<file path="src/rtl/jdqc_pkg.sv">
`timescale 1ns / 1ps
// ----------------------------------------------------------------------------
// jdqc_pkg
// shared types and constants of the joystick dead-zone quadratic curve unit
// ----------------------------------------------------------------------------
package jdqc_pkg;

    localparam int SAMPLE_WIDTH_DEF = 8;
    localparam int FULL_SCALE_DEF   = 1024;

    // dead-zone half width register is always 7 bits
    localparam int DEAD_WIDTH       = 7;
    localparam int DEAD_RESET       = 9;

    localparam int CFG_INDEX_WIDTH  = 2;
    localparam int REGION_WIDTH     = 3;

    typedef enum logic [CFG_INDEX_WIDTH-1:0] {
        CFG_AXIS_MIN    = 2'd0,
        CFG_AXIS_CENTER = 2'd1,
        CFG_AXIS_MAX    = 2'd2,
        CFG_DEAD_HALF   = 2'd3
    } t_cfg_index;

    typedef enum logic [REGION_WIDTH-1:0] {
        REG_BELOW_MIN = 3'd0,
        REG_NEG_CURVE = 3'd1,
        REG_DEAD_ZONE = 3'd2,
        REG_POS_CURVE = 3'd3,
        REG_FULL_POS  = 3'd4
    } t_region;

endpackage

</file>
<file path="src/rtl/joystick_deadzone_quadratic_curve_unit.sv">
`timescale 1ns / 1ps
// ----------------------------------------------------------------------------
// joystick_deadzone_quadratic_curve_unit
// maps a raw axis sample to a calibrated value with a dead zone and two
// half parabolas, rounded half away from zero
// ----------------------------------------------------------------------------
// Takes one raw sample per clock while o_in_ready is high and returns one
// result per sample, in order. The pipeline is a capture stage, a classify
// stage, a squaring stage, a scale stage, one stage per quotient bit of the
// restoring divider that forms round(FULL_SCALE*d^2/D^2), and the output
// register. Bubbles collapse, so a stalled output only holds the input back
// once every stage is occupied. Configuration writes are taken at any time
// and must be made while the pipeline is empty; the write channel is always
// ready.
module joystick_deadzone_quadratic_curve_unit
    import jdqc_pkg::*;
#(
    parameter int SAMPLE_WIDTH = SAMPLE_WIDTH_DEF,
    parameter int FULL_SCALE   = FULL_SCALE_DEF,
    localparam int CFG_WIDTH   = (SAMPLE_WIDTH > DEAD_WIDTH) ? SAMPLE_WIDTH : DEAD_WIDTH,
    localparam int QUOT_WIDTH  = $clog2(FULL_SCALE + 1),
    localparam int VALUE_WIDTH = QUOT_WIDTH + 1
) (
    input  logic                          i_clk,
    input  logic                          i_rst_n,

    input  logic                          i_in_valid,
    output logic                          o_in_ready,
    input  logic [SAMPLE_WIDTH-1:0]       i_raw_sample,

    output logic                          o_out_valid,
    input  logic                          i_out_ready,
    output logic signed [VALUE_WIDTH-1:0] o_curve_value,
    output logic [REGION_WIDTH-1:0]       o_region,

    input  logic                          i_cfg_valid,
    output logic                          o_cfg_ready,
    input  logic [CFG_INDEX_WIDTH-1:0]    i_cfg_index,
    input  logic [CFG_WIDTH-1:0]          i_cfg_data
);

    localparam int SW  = SAMPLE_WIDTH;
    localparam int QW  = QUOT_WIDTH;
    localparam int VW  = VALUE_WIDTH;
    localparam int XW  = CFG_WIDTH + 2;          // signed compare width
    localparam int SQW = 2 * SW;                 // square width
    localparam int DVW = SQW + 1;                // divisor width
    localparam int RW  = SQW + 1 + QW;           // dividend / remainder width
    localparam int NS  = QW + 5;                 // pipeline stages
    localparam int DIV0 = 3;                     // stage holding dividend and divisor
    localparam int OUTS = NS - 1;

    // ------------------------------------------------------------------------
    // configuration registers
    // ------------------------------------------------------------------------
    logic [SW-1:0]         r_axis_min;
    logic [SW-1:0]         r_axis_center;
    logic [SW-1:0]         r_axis_max;
    logic [DEAD_WIDTH-1:0] r_dead_half;

    assign o_cfg_ready = 1'b1;

    always_ff @(posedge i_clk) begin
        if (!i_rst_n) begin
            r_axis_min    <= '0;
            r_axis_center <= SW'((1 << (SW - 1)) - 1);
            r_axis_max    <= '1;
            r_dead_half   <= DEAD_WIDTH'(DEAD_RESET);
        end else if (i_cfg_valid) begin
            case (t_cfg_index'(i_cfg_index))
                CFG_AXIS_MIN:    r_axis_min    <= i_cfg_data[SW-1:0];
                CFG_AXIS_CENTER: r_axis_center <= i_cfg_data[SW-1:0];
                CFG_AXIS_MAX:    r_axis_max    <= i_cfg_data[SW-1:0];
                CFG_DEAD_HALF:   r_dead_half   <= i_cfg_data[DEAD_WIDTH-1:0];
                default: ;
            endcase
        end
    end

    // ------------------------------------------------------------------------
    // stage valids and ready chain
    // ------------------------------------------------------------------------
    logic [NS-1:0] r_vld;
    logic [NS:0]   w_rdy;

    assign w_rdy[NS] = i_out_ready;

    for (genvar k = 0; k < NS; k++) begin : g_rdy
        assign w_rdy[k] = !r_vld[k] || w_rdy[k+1];
    end

    assign o_in_ready  = w_rdy[0];
    assign o_out_valid = r_vld[OUTS];

    always_ff @(posedge i_clk) begin
        if (!i_rst_n) begin
            r_vld <= '0;
        end else begin
            if (w_rdy[0]) begin
                r_vld[0] <= i_in_valid;
            end
            for (int k = 1; k < NS; k++) begin
                if (w_rdy[k]) begin
                    r_vld[k] <= r_vld[k-1];
                end
            end
        end
    end

    // ------------------------------------------------------------------------
    // stage 0: capture sample
    // ------------------------------------------------------------------------
    logic [SW-1:0] r_sample;

    always_ff @(posedge i_clk) begin
        if (w_rdy[0]) begin
            r_sample <= i_raw_sample;
        end
    end

    // ------------------------------------------------------------------------
    // stage 1: classify, distance to the dead-zone edge and span
    // ------------------------------------------------------------------------
    logic signed [XW-1:0] w_s, w_mn, w_mx, w_lo, w_hi, w_d, w_q;
    t_region              n_reg1;
    t_region              r_reg1;
    logic [SW-1:0]        r_d1, r_q1;

    always_comb begin
        w_s  = signed'(XW'(r_sample));
        w_mn = signed'(XW'(r_axis_min));
        w_mx = signed'(XW'(r_axis_max));
        w_lo = signed'(XW'(r_axis_center)) - signed'(XW'(r_dead_half));
        w_hi = signed'(XW'(r_axis_center)) + signed'(XW'(r_dead_half));
        w_d  = w_lo - w_s;
        w_q  = w_lo - w_mn;
        if (w_s < w_mn) begin
            n_reg1 = REG_BELOW_MIN;
        end else if (w_s < w_lo) begin
            n_reg1 = REG_NEG_CURVE;
        end else if (w_s > w_hi && w_s < w_mx) begin
            n_reg1 = REG_POS_CURVE;
            w_d    = w_s - w_hi;
            w_q    = w_mx - w_hi;
        end else if (w_s >= w_lo && w_s <= w_hi) begin
            n_reg1 = REG_DEAD_ZONE;
        end else begin
            n_reg1 = REG_FULL_POS;
        end
    end

    always_ff @(posedge i_clk) begin
        if (w_rdy[1]) begin
            r_reg1 <= n_reg1;
            r_d1   <= w_d[SW-1:0];
            r_q1   <= w_q[SW-1:0];
        end
    end

    // ------------------------------------------------------------------------
    // stage 2: squares
    // ------------------------------------------------------------------------
    t_region        r_reg2;
    logic [SQW-1:0] r_d2, r_q2;

    always_ff @(posedge i_clk) begin
        if (w_rdy[2]) begin
            r_reg2 <= r_reg1;
            r_d2   <= SQW'(r_d1) * SQW'(r_d1);
            r_q2   <= SQW'(r_q1) * SQW'(r_q1);
        end
    end

    // ------------------------------------------------------------------------
    // stage 3 and divider: (2*FS*d^2 + D^2) / (2*D^2), one quotient bit a stage
    // ------------------------------------------------------------------------
    logic [RW-1:0]  r_drem [QW+1];
    logic [DVW-1:0] r_dv   [QW+1];
    logic [QW-1:0]  r_dq   [QW+1];
    t_region        r_dreg [QW+1];

    always_ff @(posedge i_clk) begin
        if (w_rdy[DIV0]) begin
            r_drem[0] <= ((RW'(r_d2) * RW'(FULL_SCALE)) << 1) + RW'(r_q2);
            r_dv[0]   <= DVW'(r_q2) << 1;
            r_dq[0]   <= '0;
            r_dreg[0] <= r_reg2;
        end
    end

    for (genvar j = 0; j < QW; j++) begin : g_div
        localparam int Bit = QW - 1 - j;
        logic [RW-1:0] w_sub;
        logic          w_ge;

        assign w_sub = RW'(r_dv[j]) << Bit;
        assign w_ge  = r_drem[j] >= w_sub;

        always_ff @(posedge i_clk) begin
            if (w_rdy[DIV0+1+j]) begin
                r_drem[j+1] <= w_ge ? (r_drem[j] - w_sub) : r_drem[j];
                r_dv[j+1]   <= r_dv[j];
                r_dq[j+1]   <= (r_dq[j] << 1) | QW'(w_ge);
                r_dreg[j+1] <= r_dreg[j];
            end
        end
    end

    // ------------------------------------------------------------------------
    // output register: sign and saturated regions
    // ------------------------------------------------------------------------
    logic signed [VW-1:0] n_value, r_value;
    logic signed [VW-1:0] w_quot;
    t_region              r_oreg;

    assign w_quot = signed'({1'b0, r_dq[QW]});

    always_comb begin
        case (r_dreg[QW])
            REG_BELOW_MIN: n_value = -signed'(VW'(FULL_SCALE));
            REG_NEG_CURVE: n_value = -w_quot;
            REG_DEAD_ZONE: n_value = '0;
            REG_POS_CURVE: n_value = w_quot;
            default:       n_value = signed'(VW'(FULL_SCALE));
        endcase
    end

    always_ff @(posedge i_clk) begin
        if (w_rdy[OUTS]) begin
            r_value <= n_value;
            r_oreg  <= r_dreg[QW];
        end
    end

    assign o_curve_value = r_value;
    assign o_region      = r_oreg;

    // ------------------------------------------------------------------------
    // assertions
    // ------------------------------------------------------------------------
    a_quot_in_range: assert property (@(posedge i_clk) disable iff (!i_rst_n)
        r_vld[OUTS-1] && (r_dreg[QW] == REG_NEG_CURVE || r_dreg[QW] == REG_POS_CURVE)
        |-> r_dq[QW] <= QW'(FULL_SCALE))
        else $error("curve quotient above full scale");

    a_in_taken: assert property (@(posedge i_clk) disable iff (!i_rst_n)
        i_in_valid && o_in_ready |=> r_vld[0])
        else $error("accepted sample lost at capture stage");

    a_empty_ready: assert property (@(posedge i_clk) disable iff (!i_rst_n)
        !r_vld[0] |-> o_in_ready)
        else $error("input stalled with empty capture stage");

    a_dead_zero: assert property (@(posedge i_clk) disable iff (!i_rst_n)
        o_out_valid && o_region == REG_DEAD_ZONE |-> o_curve_value == '0)
        else $error("dead zone result not zero");

endmodule
</file>
<file path="config.mk">
export PLATFORM = sky130hd
export DESIGN_NAME = joystick_deadzone_quadratic_curve_unit
export DESIGN_NICKNAME = d
export VERILOG_FILES = /design/src/rtl/jdqc_pkg.sv /design/src/rtl/joystick_deadzone_quadratic_curve_unit.sv
export SDC_FILE = /design/constraint.sdc
export NUM_CORES = 1
export LEC_CHECK = 0
export BUFFER_PORTS_ARGS = -buffer_cell sky130_fd_sc_hd__buf_2
export CAP_MARGIN = 20
export CORE_UTILIZATION = 35
export CTS_CLUSTER_DIAMETER = 30
export DETAILED_ROUTE_END_ITERATION = 10
export PLACE_DENSITY_LB_ADDON = 0.12
export SLEW_MARGIN = 15
export SYNTH_ARGS = -nofsm -noshare
export SYNTH_HDL_FRONTEND = slang
export SYNTH_SLANG_ARGS = --single-unit
</file>
<file path="constraint.sdc">
create_clock -name i_clk -period 4.8 [get_ports i_clk]
set_input_delay 0.96 -clock i_clk [delete_from_list [all_inputs] [get_ports i_clk]]
set_output_delay 0.96 -clock i_clk [all_outputs]
set_load 0.01 [all_outputs]
</file>
### After elaboration in Yosys (flattened, before gate mapping)

Memories as Yosys holds them, arrays and structs flattened.
Cells that the tools add are included.
W data, S select, Z words.

| storage, ports and cells | value |
|---|---|
| bits in registers | 124 |
| memory bits (writable) | 708 |
| input bits | 23 |
| output and inout bits | 18 |
| logic and storage cells | 177 |
| memories kept | 4 |

| operators by class | value |
|---|---|
| $add $sub $neg | 19 |
| multiply operators | 2 |
| $lt $le $gt $ge | 17 |
| equality and inequality tests | 6 |
| muxes and demuxes | 45 |
| bitwise operators | 11 |
| reductions and logical operators | 42 |

Memory list:

| memory | words | width | rd ports | clocked after memory_dff | wr ports | RTL line | RTL |
|---|---|---|---|---|---|---|---|
| r_drem | 12 | 28 | 11 | 0 | 12 | joystick_deadzone_quadratic_curve_unit.sv:177 | `logic [RW-1:0] r_drem [QW+1];` |
| r_dv | 12 | 17 | 11 | 0 | 12 | joystick_deadzone_quadratic_curve_unit.sv:178 | `logic [DVW-1:0] r_dv [QW+1];` |
| r_dq | 12 | 11 | 12 | 0 | 12 | joystick_deadzone_quadratic_curve_unit.sv:179 | `logic [QW-1:0] r_dq [QW+1];` |
| r_dreg | 12 | 3 | 12 | 0 | 12 | joystick_deadzone_quadratic_curve_unit.sv:180 | `t_region r_dreg [QW+1];` |

Operators by type and width:

| kind | count |
|---|---|
| $mux W28 | 11 |
| $or A11 B1 Y11 | 11 |
| $mux W8 | 6 |
| $pmux W12 S4 | 1 |
| $mul A8 B8 Y16 | 2 |
| $sub A8 B8 Y8 | 4 |
| $add A27 B16 Y28 | 1 |
| $ge A28 B17 Y1 | 1 |
| $ge A28 B18 Y1 | 1 |
| $ge A28 B19 Y1 | 1 |
| $ge A28 B20 Y1 | 1 |
| $ge A28 B21 Y1 | 1 |
| $ge A28 B22 Y1 | 1 |
| $ge A28 B23 Y1 | 1 |
| $ge A28 B24 Y1 | 1 |
| $ge A28 B25 Y1 | 1 |
| $ge A28 B26 Y1 | 1 |
| $ge A28 B27 Y1 | 1 |
| $sub A28 B17 Y28 | 1 |
| $sub A28 B18 Y28 | 1 |
| $sub A28 B19 Y28 | 1 |
| $sub A28 B20 Y28 | 1 |
| $sub A28 B21 Y28 | 1 |
| $sub A28 B22 Y28 | 1 |
| other kinds (28) | 89 |

### Logic depth before layout (Yosys ltp)

Gate-level depths: netlist of the first run.

| depth | value |
|---|---|
| depth in word-level cells | 17 |
| depth in mapped cells | 19 |
| gate-level depth less buffers | 18 |

### Worst setup path after synthesis of the first run

No wires, ideal clock.

| timing path | value |
|---|---|
| path kind | input to output |
| start point | input port i_out_ready |
| end point | output port o_in_ready |
| arrival time | 3.201 ns |
| data required time | 3.840 ns |
| slack | 0.639 ns |
| stages | 9 |
| path buffers | 1 |
| cell sequence | nor2b_1 -> inv_1 -> nor3_1 -> and3_1 -> and3_1 -> clkbuf_1 -> and4_1 -> and2_1 -> nand3_1 |

| on the way | value |
|---|---|
| cells in the longest elaborated chain, start to end | 16 |

RTL lines:

| what | RTL line | RTL |
|---|---|---|
| start, declared | joystick_deadzone_quadratic_curve_unit.sv:32 | `input logic i_out_ready,` |
| $logic_or A1 B1 Y1 | joystick_deadzone_quadratic_curve_unit.sv:89 | `assign w_rdy[k] = !r_vld[k] \|\| w_rdy[k+1];` |
| via w_rdy[15] | joystick_deadzone_quadratic_curve_unit.sv:84 | `logic [NS:0] w_rdy;` |
| $logic_or A1 B1 Y1 (15 in a row) | joystick_deadzone_quadratic_curve_unit.sv:89 |  |
| end, declared | joystick_deadzone_quadratic_curve_unit.sv:28 | `output logic o_in_ready,` |

The timed path passes the listed nets, and every way through them passes these cells.

### Final worst setup path of the first run

| timing path | value |
|---|---|
| start point | register r_d1[2] |
| end point | register r_d2[13], data pin |

| on the way | value |
|---|---|
| cells in the longest elaborated chain, start to end | 1 |

RTL lines:

| what | RTL line | RTL |
|---|---|---|
| start, declared | joystick_deadzone_quadratic_curve_unit.sv:127 | `logic [SW-1:0] r_d1, r_q1;` |
| start signal, assigned | joystick_deadzone_quadratic_curve_unit.sv:155 | `r_d1 <= w_d[SW-1:0];` |
| $mul A8 B8 Y16 | joystick_deadzone_quadratic_curve_unit.sv:169 | `r_d2 <= SQW'(r_d1) * SQW'(r_d1);` |
| end signal, assigned | joystick_deadzone_quadratic_curve_unit.sv:169 |  |
| end, declared | joystick_deadzone_quadratic_curve_unit.sv:164 | `logic [SQW-1:0] r_d2, r_q2;` |

No other way between the ends.
A chain may end at the register's enable or synchronous reset.

==> impl_metrics.ini, run 1 <==
[floorplanning]
io_pins = 41
fp-row-count = 117
die_w_um = 324.2
start_util_pct = 35.50
die_area_sq_mm = 0.1051
die_height_um = 324.2
coreArea_sq_mm = 0.1023

[global_route]
gr-total-overflow = 0
grt_pass1_vias = 25723
use_met1_pct = 17.11
grt_pass1_wl_mm = 131.7
use_met3_pct = 2.847
antenna_found_initial = 0
grt.total_usage_pct = 15.86
top_usage_layer = met2
grt_start_max_net_pins = 53
met2_usage_pct = 29.68

[timing]
finalCritPeriodShare_pct = 92.55
timing.setup.tns_ns = 0
grt_setup_unrepaired = no
final.min_clock_period_ns = 4.442
finalMaxSlewViolations = 0
worst_slew_pin_slew_ns = 1.029
setup_violations = 0
hold_viol = 0
fmaxAchievable_mhz = 225.1
skew_ns = 0.05049
max_slew_margin_pct = 31.42

[placed_design]
dp_hpwl_mm = 62.79
gp_congestion = 0.8708
io_buffers = 39
placed_area_sq_mm = 0.03821

[yosys]
syn_area_per_cell_sq_um = 11.18
synth-seq-cells = 621
synthFlopType = edfxtp_1
synthCells = 3249
synth_edf_count = 574
synth.distinct_cells = 87
async_reset_ff_share_pct = 0
yosysSeqAreaShare_pct = 50.04
synth_warnings = 0
synthesis.area_sq_mm = 0.03632

[min_path]
min_path_cells = 0
worstHoldStart = r_dreg[0][10]$_DFFE_PP_
hold_path_end = r_dreg[1][1]$_DFFE_PP_
hp-class = reg2reg

[critical_path]
start_kind = register
critical_path_class = reg2reg
crit_start = r_d1[2]$_DFFE_PP_
r2r_slack_ns = 0.36
critPathArrivalTime_ns = 4.91
crit_path_frequent_cell = fa_1
path_delay_family = adder cells
critPathBufInv = 2
rr_worst_depth = 15
r2r-start = r_d1[2]$_DFFE_PP_
r2r_end = r_d2[13]$_DFFE_PP_
cp_slowest_cell = edfxtp_1
end_kind = register
crit_chain = and2_1 -> ha_1 -> or2_2 -> fa_1 -> fa_1 -> inv_1 -> fa_1 -> inv_1 -> ha_1 -> nor2b_1 -> o211ai_1 -> nand2_1 -> a41oi_1 -> nor2b_1 -> xnor2_1
worstPathMaxFanout = 9
cp.required_ns = 5.26
cpPeakStageDelay_ns = 0.55

[cts]
cts_sinks = 621
cts_tree = built
numCtsBuffers = 153
clockRootBuffer = clkbuf_16
holdBufCountCts = 0
clock_latency_ns = 0.73
cts_max_level = 4
path_clk_slew_ns = 0.05
postCtsSetupBuffers = 0
clk_path_buf_depth = 3
cts.repair.resized = 0

[final_layout]
final_core_util_pct = 42.76
layout.nets = 3813
antennaDiodeCount = 0
area_growth_pct = 20.45
drive_above_1_share_pct = 11.91
fin_area_sq_mm = 0.04375

[status]
status = complete, no violations

[drt]
num_vias = 24209
drt_iter0_drc = 1135
antenna_left = 0
drc = 0
routed_wl_mm = 81.45
routedWlPerCell_um = 16.55
avgViaCountPerCell = 4.921
dr.pass1.iters = 5

[run]
drv_cap = 0
## registers in the layout, indices dropped and copies added, names as in the netlist, 12 cells and up
name,count
o_curve_value,12
r_vld,16
r_q2,15
r_drem,297
r_dq,66
r_dreg,36
r_d2,15
r_dv,100
## worst register-to-register path, cell delays in order, from the launching register on
cell and delay, ns:
edfxtp_1 0.55, and2_1 0.27, ha_1 0.18, or2_2 0.31, fa_1 0.45, fa_1 0.51
inv_1 0.06, fa_1 0.53, inv_1 0.04, ha_1 0.33, nor2b_1 0.16, o211ai_1 0.17
nand2_1 0.09, a41oi_1 0.26, nor2b_1 0.20, xnor2_1 0.08
## cell families after synthesis
kind of cell / Yosys count / share of synthesized area (%)
AND/OR/NAND/NOR: 850 / 11.73
multiplexers: 75 / 2.339
AO/OA/AOI/OAI: 645 / 11.21
XOR/XNOR: 262 / 6.317
buffers and inverters: 424 / 4.440
adder cells (fa/ha/maj): 370 / 13.90
flip-flops: 621 / 50.04
other: 2 / 0.02068
## layer usage
| metal | part of all wire, % | vias to the layer above |
|---|---|---|
| li1 | - | 12018 |
| met1 | 40 | 11603 |
| met2 | 53 | 399 |
| met3 | 3.2 | 189 |
| met4 | 3.4 | 0 |
| met5 | 0 | - |
## cells in the mapped netlist (8+ instances only)
cell	instances	area share (%)
edfxtp_1	574	47
inv_1	374	3.9
ha_1	314	11
a21oi_1	242	3.3
nand2_1	216	2.2
nor2_1	203	2.1
xnor2_1	152	3.7
o21ai_0	110	1.5
xor2_1	110	2.7
a21o_1	59	1.2
nor2b_1	59	1.0
fa_1	56	3.1
nor3_1	56	0.77
and2_1	52	0.90
nand3_1	50	0.69
dfxtp_1	47	2.6
mux2_2	47	1.5
clkbuf_1	43	0.44
o21a_1	37	0.76
nand2b_1	36	0.62
nand4_1	31	0.53
o211ai_1	31	0.64
and3_1	28	0.48
or3_1	28	0.48
nor4_1	25	0.43
a31oi_1	20	0.34
mux2i_1	20	0.55
o21bai_1	19	0.39
or2_2	18	0.31
a211oi_1	17	0.35
a21boi_0	17	0.35
a31o_2	12	0.29
nor4b_1	11	0.27
o31ai_1	10	0.21
mux2_4	8	0.33
## through the flow
| stage | std cells | hold WS, ns | setup slack (ns) |
|---|---|---|---|
| 2_1_floorplan | 3250 | 0.4003 | 0.6388 |
| 3_3_place_gp | 4631 | 0.4044 | 0.3255 |
| 3_5_place_dp | 4631 | 0.4045 | 0.3474 |
| 4_1_cts | 4918 | 0.3583 | 0.2972 |
| 5_1_grt | 4920 | 0.3792 | 0.005065 |
| 6_report | 4920 | 0.4044 | 0.3575 |
## worst max path at each step
stage,end,depth (start not counted)
floorplan,o_in_ready,9
global placement,r_d2[13]$_DFFE_PP_,15
detailed placement,r_d2[13]$_DFFE_PP_,15
CTS,o_in_ready,9
global route,r_q2[14]$_DFFE_PP_,14
finish,r_d2[13]$_DFFE_PP_,15
## layout make-up
class	count	area [sq um]
inverter	376	1411
timing repair buffer	63	387.9
tap	1368	1712
clock buffer	181	3994
clock inverter	106	1516
sequential	621	18180
fill	9466	58580
multi-input combinational	2205	16550
## placed cells by master, fill, tap and decap left out, types with 52 or more instances in the layout
| cell | count |
|---|---|
| clkbuf_16 | 153 |
| ha_1 | 314 |
| nor2_1 | 203 |
| o21ai_0 | 110 |
| and2_1 | 52 |
| a21o_1 | 59 |
| edfxtp_1 | 574 |
| nand2_1 | 213 |
| inv_1 | 371 |
| xor2_1 | 110 |
| a21oi_1 | 242 |
| nor2b_1 | 58 |
| nor3_1 | 56 |
| xnor2_1 | 152 |
| fa_1 | 56 |
Power of run 1 is left out: the tool's default activity adds up to more than one toggle a clock period on the data nets, which glitch-free logic cannot reach.
==> inputs of run 2 (changes only) <==
==> constraint.sdc (replaced) <==
create_clock -name i_clk -period 4.8 [get_ports i_clk]
set_input_delay 1.2 -clock i_clk [delete_from_list [all_inputs] [get_ports i_clk]]
set_output_delay 1.2 -clock i_clk [all_outputs]
set_load 0.005 [all_outputs]
==> run 2 against run 1 <==
Compared with the run above:
- clock-buffer cell count fell by 16
- flip-flop and latch count unchanged
- non-clock buffer count up 3
- design area down 0.17%
- via count increased by 0.89%
- critical path depth rose by 1
- clock skew grew 0.0028 ns
- largest cell class unchanged
==> impl_metrics.ini, run 2 (synthesis results as in run 1) <==
[drt]
dr.pass1.iters = 5
antenna_left = 0
num_vias = 24425
avgViaCountPerCell = 4.968
routedWlPerCell_um = 16.85
routed_wl_mm = 82.81
drt_iter0_drc = 1049
drc = 0

[cts]
cts_max_level = 4
clock_latency_ns = 0.74
cts_sinks = 621
cts.repair.resized = 0
holdBufCountCts = 0
postCtsSetupBuffers = 0
numCtsBuffers = 152
cts_tree = built
path_clk_slew_ns = 0.05
clockRootBuffer = clkbuf_16
clk_path_buf_depth = 3

[timing]
worst_slew_pin_slew_ns = 1.053
fmaxAchievable_mhz = 224.1
final.min_clock_period_ns = 4.463
timing.setup.tns_ns = 0
setup_violations = 0
max_slew_margin_pct = 29.81
finalCritPeriodShare_pct = 92.98
hold_viol = 0
finalMaxSlewViolations = 0
skew_ns = 0.05330
hold_ws_ns = 0.3890
grt_setup_unrepaired = no

[final_layout]
top_regs = r_drem (297), r_dv (100), r_dq (66)
top_register = r_drem
area_growth_pct = 20.24
final_cells = 4916
layout_common_cells = 574 x edfxtp_1, 371 x inv_1, 314 x ha_1, 242 x a21oi_1, 213 x nand2_1
largest_reg_flops = 297
drive_above_1_share_pct = 11.72
antennaDiodeCount = 0
final_common_cell = edfxtp_1
layout.nets = 3815
fin_area_sq_mm = 0.04368

[run]
drv_cap = 0

[critical_path]
cp.required_ns = 5.26
end_kind = register
worstPathMaxFanout = 10
rr_worst_depth = 16
r2r_end = r_d2[13]$_DFFE_PP_
r2r_slack_ns = 0.34
critical_path_class = reg2reg
start_kind = register
r2r-start = r_d1[0]$_DFFE_PP_
critPathArrivalTime_ns = 4.93

[floorplanning]
die_height_um = 324.2
die_w_um = 324.2
fp-row-count = 117
coreArea_sq_mm = 0.1023
start_util_pct = 35.50
io_pins = 41
die_area_sq_mm = 0.1051

[min_path]
hold_path_end = r_dreg[0][11]$_DFFE_PP_
hp-class = reg2reg
worstHoldStart = r_dreg[0][8]$_DFFE_PP_
min_path_cells = 0

[global_route]
grt_pass1_wl_mm = 133.3
grt_start_max_net_pins = 53
gr-total-overflow = 0
grt_pass1_vias = 25564
grt.total_usage_pct = 16.12
antenna_found_initial = 0

[placed_design]
io_buffers = 39
gp_congestion = 0.8694
dp_hpwl_mm = 63.81
placed_cells = 4635
placed_area_sq_mm = 0.03824

[status]
status = complete, no violations
[run 2: changes by cell type in the layout (fill, tap and decap cells not counted), moves of 3 or more]
cell,change
clkinv_4,+4
clkinv_1,+12
clkbuf_8,-6
buf_4,+3
clkbuf_1,-9
clkinvlp_4,-4
[run 2: worst max-delay path by stage]
stage                            from  depth (start not counted)  slack, ns                 end
floorplan                 i_out_ready                          9       0.19          o_in_ready
global placement          i_out_ready                         10       0.33          o_in_ready
detailed placement        i_out_ready                         10       0.31          o_in_ready
CTS                       i_out_ready                         10       0.29          o_in_ready
global route        r_q1[4]$_DFFE_PP_                         17       0.01  r_q2[13]$_DFFE_PP_
finish              r_d1[0]$_DFFE_PP_                         16       0.34  r_d2[13]$_DFFE_PP_
[run 2: area by class of cell]
class | instances | area, sq um
well taps | 1368 | 1712
clock buffers | 165 | 3852
multi-input cells | 2205 | 16550
clock inverters | 115 | 1560
flip-flops and latches | 621 | 18180
inverters | 376 | 1411
fillers | 9394 | 58650
repair buffers | 66 | 410.4
[run 2: per-stage QoR]
| step | utilization (%) | worst slack (ns) |
|---|---|---|
| 2_1_floorplan | - | 0.1938 |
| 3_3_place_gp | 37.37 | 0.3307 |
| 4_1_cts | 42.66 | 0.2899 |
| 5_1_grt | 42.68 | 0.009954 |
| 6_report | 42.68 | 0.3367 |
| 3_5_place_dp | 37.37 | 0.3110 |
[run 2: metal layers]
metal / routed length, um / vias to the layer above / share of wire, % / track usage, %
met5: 0 / - / 0 / 0
met4: 3325 / 0 / 4.0 / 8.061
met3: 3031 / 211 / 3.7 / 3.115
met2: 43120 / 458 / 52 / 29.59
met1: 33330 / 11741 / 40 / 17.58
li1: - / 12015 / - / -
[run 2: worst max-delay path, cell delays in order (launching register included)]
cell      delay [ns]
edfxtp_1        0.51
and2_1          0.25
fa_1            0.42
fa_1            0.45
ha_1            0.29
inv_1           0.05
fa_1            0.53
inv_1           0.04
ha_1            0.32
a21o_1          0.19
a21oi_1         0.22
nor2b_1         0.09
o211ai_1        0.17
nand2_1         0.10
a41oi_1         0.29
nor2b_1         0.20
xnor2_1         0.08
Power of run 2 is left out for the same reason.
==> inputs of run 3 (changes only) <==
--- a/config.mk
+++ b/config.mk
@@ -7,6 +7,7 @@
 export LEC_CHECK = 0
 export BUFFER_PORTS_ARGS = -buffer_cell sky130_fd_sc_hd__buf_2
 export CAP_MARGIN = 20
+export CORE_ASPECT_RATIO = 0.7
 export CORE_UTILIZATION = 35
 export CTS_CLUSTER_DIAMETER = 30
 export DETAILED_ROUTE_END_ITERATION = 10
==> constraint.sdc (replaced) <==
create_clock -name i_clk -period 4.8 [get_ports i_clk]
set_input_delay 0.96 -clock i_clk [delete_from_list [all_inputs] [get_ports i_clk]]
set_output_delay 0.96 -clock i_clk [all_outputs]
set_load 0.005 [all_outputs]
==> run 3 against run 2 <==
Compared with the run above:
- via count is 3.4% lower
- clock skew is 0.021 ns lower
- design area decreased by 3.2%
- non-clock buffer count grew 7
- die area hardly changed
- sequential share of layout area up 1.4 points
- global-route usage shrank 0.76 points
- routed wire length down 3.6%
- flip-flop and latch count stayed put
- fmax rose by 0.74%
- critical endpoint is now r_q2[13]$_DFFE_PP_
- highest routed layer unchanged
==> impl_metrics.ini, run 3 (synthesis results as in run 1) <==
[status]
status = complete, no violations

[min_path]
min_path_cells = 0
hold_path_end = r_dq[2][35]$_DFFE_PP_
hp-class = reg2reg
worstHoldStart = r_dq[2][23]$_DFFE_PP_

[final_layout]
layout.nets = 3784
top_regs = r_drem (297), r_dv (100), r_dq (66)
drive_above_1_share_pct = 10.87
layout_common_cells = 574 x edfxtp_1, 371 x inv_1, 314 x ha_1, 242 x a21oi_1, 213 x nand2_1
regArea_sq_mm = 0.01818
top_register = r_drem
antennaDiodeCount = 0
fillers = 9857
final_common_cell = edfxtp_1
largest_reg_flops = 297
final_core_util_pct = 41.26
area_growth_pct = 16.43
multi_input_area_sq_mm = 0.01656
fin_area_sq_mm = 0.04229

[critical_path]
r2r_end = r_q2[13]$_DFFE_PP_
r2r-start = r_q1[5]$_DFFE_PP_
critical_path_class = reg2reg
cp.required_ns = 5.24
r2r_slack_ns = 0.37
rr_worst_depth = 14
start_kind = register
critPathArrivalTime_ns = 4.87
end_kind = register
worstPathMaxFanout = 8

[cts]
clock_latency_ns = 0.70
clk_path_buf_depth = 3
holdBufCountCts = 0
cts_max_level = 3
numCtsBuffers = 114
cts_tree = built
clockRootBuffer = clkbuf_16
path_clk_slew_ns = 0.05
cts_sinks = 621

[timing]
fmaxAchievable_mhz = 225.7
skew_ns = 0.03210
grt_setup_unrepaired = no
timing.setup.tns_ns = 0
hold_viol = 0
finalCritPeriodShare_pct = 92.30
max_slew_margin_pct = 35.06
final.min_clock_period_ns = 4.430
setup_violations = 0
worst_slew_pin_slew_ns = 0.9741
finalMaxSlewViolations = 0

[placed_design]
gp_congestion = 0.8098
dp_hpwl_mm = 60.95
placed_area_sq_mm = 0.03827
io_buffers = 39

[global_route]
grt.total_usage_pct = 15.36
use_met3_pct = 2.833
grt_pass1_vias = 22977
met2_usage_pct = 21.98
top_usage_layer = met1
use_met1_pct = 23.62
antenna_found_initial = 0
grt_pass1_wl_mm = 128.9
gr-total-overflow = 0
grt_start_max_net_pins = 53

[drt]
avgViaCountPerCell = 4.875
drt_iter0_drc = 1464
num_vias = 23585
antenna_left = 0
routedWlPerCell_um = 16.50
dr.pass1.iters = 5
routed_wl_mm = 79.84
drc = 0

[floorplanning]
die_w_um = 387.0
die_area_sq_mm = 0.1051
start_util_pct = 35.43
io_pins = 41
coreArea_sq_mm = 0.1025
fp-row-count = 98
die_height_um = 271.5

[run]
drv_cap = 0
-- run 3: worst max path at each step --
stage                               to  cells after the start              start
global placement    r_q2[13]$_DFFE_PP_                     17  r_q1[4]$_DFFE_PP_
floorplan                   o_in_ready                      9        i_out_ready
global route        r_q2[13]$_DFFE_PP_                     17  r_q1[4]$_DFFE_PP_
CTS                 r_q2[13]$_DFFE_PP_                     17  r_q1[4]$_DFFE_PP_
detailed placement  r_q2[13]$_DFFE_PP_                     17  r_q1[4]$_DFFE_PP_
finish              r_q2[13]$_DFFE_PP_                     14  r_q1[5]$_DFFE_PP_
-- run 3: through the flow --
| stage | setup WS (ns) | std cells | hold slack, ns |
|---|---|---|---|
| detailed placement | 0.3381 | 4621 | 0.4045 |
| finish | 0.3697 | 4838 | 0.4158 |
| CTS | 0.3019 | 4834 | 0.3881 |
| floorplan | 0.6738 | 3250 | 0.4003 |
| global placement | 0.3693 | 4619 | 0.4010 |
| global route | 0.004538 | 4838 | 0.3924 |
-- run 3: layout make-up --
| class | instances | share of cell area [%] |
|---|---|---|
| Inverter | 376 | 3.337 |
| Clock inverter | 91 | 2.479 |
| Clock buffer | 122 | 6.867 |
| Timing Repair Buffer | 73 | 1.192 |
| Multi-Input combinational cell | 2205 | 39.15 |
| Sequential cell | 621 | 42.98 |
| Tap cell | 1350 | 3.994 |
-- run 3: per-layer routing --
| layer | share of wire (%) | wire length, um |
|---|---|---|
| met4 | 1.5 | 1186 |
| met5 | 0 | 0 |
| met2 | 41 | 32940 |
| met1 | 53 | 42630 |
| met3 | 3.9 | 3089 |
-- run 3: worst max-delay path, cell delays in order, from the launching register on --
cell and delay (ns):
edfxtp_1 0.48, inv_1 0.16, nor2_1 0.22, fa_1 0.47, fa_1 0.54, inv_1 0.05
fa_1 0.50, fa_1 0.54, inv_1 0.04, ha_1 0.36, o211ai_1 0.13, nand2_1 0.11
a41oi_1 0.28, nor2b_1 0.21, xnor2_1 0.08
-- run 3: repair_timing --
item / 4_1_cts / 5_1_grt
endpoints found under the setup margin: 0 / 2
setup buffers: 0 / 1
resized for setup: 0 / 0
Power of run 3 is left out for the same reason.
